$ cat src/hdl/assert_macros.svh
// Assertion macros shared by the RTL that carries concurrent checks.
// Each check is clocked on the rising edge and is disabled while reset is low.
`ifndef ASSERT_MACROS_SVH
`define ASSERT_MACROS_SVH

// Same-cycle implication: whenever ante holds, cons holds in that cycle.
`define ASSERT_SAME(label, clk, rst_n, ante, cons) \
  label: assert property (@(posedge clk) disable iff (!rst_n) (ante) |-> (cons)) \
    else $error("assertion failed: same-cycle implication");

// Next-cycle implication: whenever ante holds, cons holds in the following cycle.
`define ASSERT_NEXT(label, clk, rst_n, ante, cons) \
  label: assert property (@(posedge clk) disable iff (!rst_n) (ante) |=> (cons)) \
    else $error("assertion failed: next-cycle implication");

`endif

$ cat src/hdl/sme_pkg.sv
// ----------------------------------------------------------------------------
// sme_pkg
// Shared types, codes and widths of the stack machine executor.
// ----------------------------------------------------------------------------
package sme_pkg;

  localparam int unsigned STACK_DEPTH_DEF = 256;

  localparam int unsigned MODE_W   = 4;
  localparam int unsigned WORD_W   = 64;
  localparam int unsigned HALF_W   = 32;
  localparam int unsigned PC_W     = 16;
  localparam int unsigned STATUS_W = 3;

  typedef logic [MODE_W-1:0]   mode_t;
  typedef logic [STATUS_W-1:0] status_t;

  // Opcodes; codes above OP_NOP behave as a no-op.
  localparam mode_t OP_PUSH  = 4'd0;
  localparam mode_t OP_POP   = 4'd1;
  localparam mode_t OP_ADD   = 4'd2;
  localparam mode_t OP_MUL   = 4'd3;
  localparam mode_t OP_SWAP  = 4'd4;
  localparam mode_t OP_JNZ   = 4'd5;
  localparam mode_t OP_JMP   = 4'd6;
  localparam mode_t OP_PRINT = 4'd7;
  localparam mode_t OP_DUP   = 4'd8;
  localparam mode_t OP_EXIT  = 4'd9;
  localparam mode_t OP_NOP   = 4'd10;

  localparam status_t ST_RUN   = 3'd0;
  localparam status_t ST_END   = 3'd1;
  localparam status_t ST_EXIT  = 3'd2;
  localparam status_t ST_UNDER = 3'd3;
  localparam status_t ST_OVER  = 3'd4;
  localparam status_t ST_BADJ  = 3'd5;

  typedef enum logic [2:0] {
    S_IDLE,
    S_EXEC,
    S_MUL2,
    S_MUL3,
    S_MULC,
    S_SWAP2
  } state_t;

  typedef enum logic [1:0] {
    MUL_NONE,
    MUL_LL,
    MUL_LH,
    MUL_HL
  } mul_step_t;

  typedef struct packed {
    logic      latch;
    logic      commit;
    mul_step_t mul_step;
    logic      wr_second;
  } sme_cmd_t;

  typedef struct packed {
    logic fault;
    logic is_mul;
    logic is_swap;
    logic halted;
  } sme_sts_t;

endpackage

$ cat src/hdl/sme_ctrl.sv
// ----------------------------------------------------------------------------
// sme_ctrl
// Sequencer for one instruction at a time and the result valid flag.
// ----------------------------------------------------------------------------
module sme_ctrl (
  input  logic              clk,
  input  logic              rst_n,
  input  logic              in_valid,
  output logic              in_ready,
  output logic              out_valid,
  input  logic              out_ready,
  input  sme_pkg::sme_sts_t sts,
  output sme_pkg::sme_cmd_t cmd
);
  import sme_pkg::*;

  state_t state_r, state_nxt;
  logic   out_valid_r, out_valid_nxt;
  logic   out_free;

  always_ff @(posedge clk) begin
    if (!rst_n) begin
      state_r     <= S_IDLE;
      out_valid_r <= 1'b0;
    end else begin
      state_r     <= state_nxt;
      out_valid_r <= out_valid_nxt;
    end
  end

  always_comb begin
    out_free      = !out_valid_r || out_ready;
    state_nxt     = state_r;
    in_ready      = 1'b0;
    cmd.latch     = 1'b0;
    cmd.commit    = 1'b0;
    cmd.mul_step  = MUL_NONE;
    cmd.wr_second = 1'b0;

    unique case (state_r)
      S_IDLE: begin
        in_ready = 1'b1;
        if (in_valid) begin
          cmd.latch = 1'b1;
          state_nxt = S_EXEC;
        end
      end
      S_EXEC: begin
        if (sts.fault || !sts.is_mul) begin
          if (out_free) begin
            cmd.commit = 1'b1;
            state_nxt  = (!sts.fault && sts.is_swap) ? S_SWAP2 : S_IDLE;
          end
        end else begin
          cmd.mul_step = MUL_LL;
          state_nxt    = S_MUL2;
        end
      end
      S_MUL2: begin
        cmd.mul_step = MUL_LH;
        state_nxt    = S_MUL3;
      end
      S_MUL3: begin
        cmd.mul_step = MUL_HL;
        state_nxt    = S_MULC;
      end
      S_MULC: begin
        if (out_free) begin
          cmd.commit = 1'b1;
          state_nxt  = S_IDLE;
        end
      end
      S_SWAP2: begin
        cmd.wr_second = 1'b1;
        state_nxt     = S_IDLE;
      end
      default: begin
        state_nxt = S_IDLE;
      end
    endcase

    out_valid_nxt = cmd.commit || (out_valid_r && !out_ready);
  end

  assign out_valid = out_valid_r;

endmodule

$ cat config.mk
export PLATFORM = sky130hd
export DESIGN_NAME = sme_ctrl
export DESIGN_NICKNAME = d
export VERILOG_FILES = /design/src/hdl/assert_macros.svh /design/src/hdl/sme_pkg.sv /design/src/hdl/sme_ctrl.sv
export SDC_FILE = /design/constraint.sdc
export NUM_CORES = 1
export LEC_CHECK = 0
export BUFFER_PORTS_ARGS = -buffer_cell sky130_fd_sc_hd__clkbuf_2
export CORE_AREA = 4 4 41 43
export CTS_CLUSTER_DIAMETER = 200
export DETAILED_ROUTE_END_ITERATION = 8
export DIE_AREA = 0 0 45 47
export PLACE_DENSITY_LB_ADDON = 0.15
export SETUP_SLACK_MARGIN = 0.15
export SYNTH_ARGS = -nofsm -noshare
export SYNTH_HDL_FRONTEND = slang
export SYNTH_SLANG_ARGS = --single-unit
$ cat constraint.sdc
create_clock -name clk -period 1.3 [get_ports clk]
set_clock_uncertainty 0.05 [all_clocks]
set_input_delay 0.195 -clock clk [delete_from_list [all_inputs] [get_ports clk]]
set_output_delay 0.195 -clock clk [all_outputs]
set_load 0.02 [all_outputs]
==> impl_results.md <==
* Final GP Congestion at 0.737
* Vias per cell at 4.34
* Slew HR at roughly four fifths
* Crit path DAT at about 1.3 ns
* Num ports at 15
* Synth area leader: dfxtp_1
* Tcrit/Tclk final at 117%
* Commonest cells post-synth: dfxtp_1 (4), and2b_2 (3), nor2_1 (3)
* Hold-fix buffers, CTS at 0
* Total gr overflow at 0
* Crit-path max cell delay at 0.34 ns
* Critical path buffers and inverters at 1
* Measured slew at the worst slew-check pin at 0.288 ns
* Status: finished, violations left
* Synthesized area per cell at 8.65 um^2
* Synth top area cells: dfxtp_1 (26%), and2b_2 (8.7%), o41ai_2 (5.4%)
* EDFF count, synth at 0
* Crit-path cells: nand2b_4, o21ai_2, and2b_1, nor2b_4, buf_8
* Worst vdd ir at ~0.56 mV
* Critical Path RT at 1.05 ns
* Chip Height at around 47 um
* Post-DP Area at 497 um^2
* Final setup TNS at -0.610 ns
* Initial antenna violation count at 0
* Yosys cell types at 25
* DRC violations left at 0
* Cts bufs inserted at 3
* Ys Warns at 0
* Worst-path clk slew at 0.04 ns
* Max Root-Sink Buffers at 2
* Cell area after layout at 716 um^2
* Tmin final at 1.53 ns
* Syn Std Cell Area at 303 um^2
* Predominant post-synthesis flop cell: dfxtp_1
* Die Footprint at 2120 um^2
* Crit-path slowest cell: dfxtp_4
* Setup crit start kind: flop
* RSZ-0062 raised after global routing: yes
* DR WL/cell at 11.1 um
* Worst R2R Setup Slack at -0.04 ns
* Static leakage at 0.353 nW
* Sequential-to-total area share from yosys stat at 26.4%
* Sinks on the clock net at 4
* Root buf cell: clkbuf_4
* First-pass GRT wire length at 1.52 mm
* Setup CP Type: flop to primary output
* Post-Syn Instances at 35
* Htree depth at 1
* Detail Route Antenna Nets at 0
* Die W at between 40 and 50 um
* Worst path top cell family by delay: simple AND/OR/NAND/NOR gates
* Setup WS pre-CTS at -0.0439 ns
* Drt pass-1 iters at 4
* N_diodes at 0
* Net Count, Synth at 43
* Max_cap viols at 0
* Top-area cell type share of the netlist area at 26.4%
* All-Layer GR Usage at 9.98%
* Failing checks: setup timing
* Fin. max-slew vios at 0
* Area grow syn2layout at 136%
* Layout cells sized above 1 at between 70 and 80%
* Hold slack at 0.194 ns
* Hold WC Path Type: input pin to flop
* Worst skew pair latency at 0.24 ns
* Nets at 82
* Fin worst setup slack at -0.225 ns
* P per Cell Area at 770 nW/um^2
* Setup Viol. Count Final at 8
* Number of global-route vias before repair at 371
* Max Fanout on Critical Path at 4
* Total chip power at around 0.55 mW
* Largest net degree at the start of global routing at 8
* TritonCTS clock tree: done
* #FFs+latches synth at 4
* DP HPWL at 648 um
* Final Hold Viols at 0
* Final wirelength at around 980 um
* Initial Util at 23.3%
* Core Box Area at about 1300 um^2
* F_max at 0.656 GHz
* Port bufs at 13
* Post-synthesis async set-or-reset flop share at 0%
* Row Count at 13
* Vias at 382
* Drt initial violations at 5
* Most frequent cell after synthesis: dfxtp_1
* Crit end category: primary output
## final cells by class
type | instances | area, um^2
fill | 112 | 586
clock buffer | 4 | 26.3
sequential | 4 | 91.3
tap | 15 | 18.8
multi-input combinational | 29 | 268
inverter | 1 | 3.75
timing repair buffer | 35 | 308
## worst register-to-register path: stages, from the launching register on
cell      delay [ns]
dfxtp_4         0.36
buf_6           0.13
buf_6           0.10
buf_6           0.10
or3_4           0.33
nand4b_1        0.09
mux2i_1         0.07
## through the flow
step	std cells	util [%]
floorplan	35	-
global placement	74	38.2
detailed placement	74	38.2
CTS	85	51.8
global route	88	55.0
finish	88	55.0
## per-layer routing
layer	GRT usage [%]	up-vias	wire length, um
met5	0	-	0
met3	2.30	0	41
li1	-	201	-
met2	16.4	9	472
met4	5.26	0	0
met1	12.1	172	462
## logic make-up after synthesis
| group | after synthesis | synth area share [%] |
|---|---|---|
| flops | 4 | 26.4 |
| mux | 1 | 3.31 |
| simple gates | 22 | 47.9 |
| buf+inv | 2 | 4.96 |
| compound gates | 6 | 17.4 |
## cell usage in the layout, fill, tap and decap left out, types with 2 or more instances in the layout
master     n
clkbuf_4   3
nor2_4     2
and2_4     2
and2b_2    3
buf_6      7
buf_8      4
and2b_1    2
clkbuf_2   7
nand2b_4   2
dfxtp_4    3
buf_4     16
## registers in the layout (all words and copies together) (netlist names)
register,flops
out_valid,1
state_r,3
## power breakdown
part           internal (mW)  switching [mW]
Combinational          0.151          0.0901
Clock                  0.116          0.0576
Sequential             0.128         0.00885
## what timing repair did
action | in CTS | in global routing
gates resized for setup | 26 | 8
pin swaps | 8 | 4
endpoints found under the setup margin | 9 | 10
buffers inserted | 7 | 3
## worst paths after layout
check | end | depth (start not counted) | from
max reg2reg | state_r[0] | 6 | state_r[0]
min | out_valid | 2 | rst_n
max | cmd[3] | 5 | state_r[2]
min reg2reg | state_r[1] | 2 | state_r[2]
No activity file was read; power rests on OpenSTA's default activity.
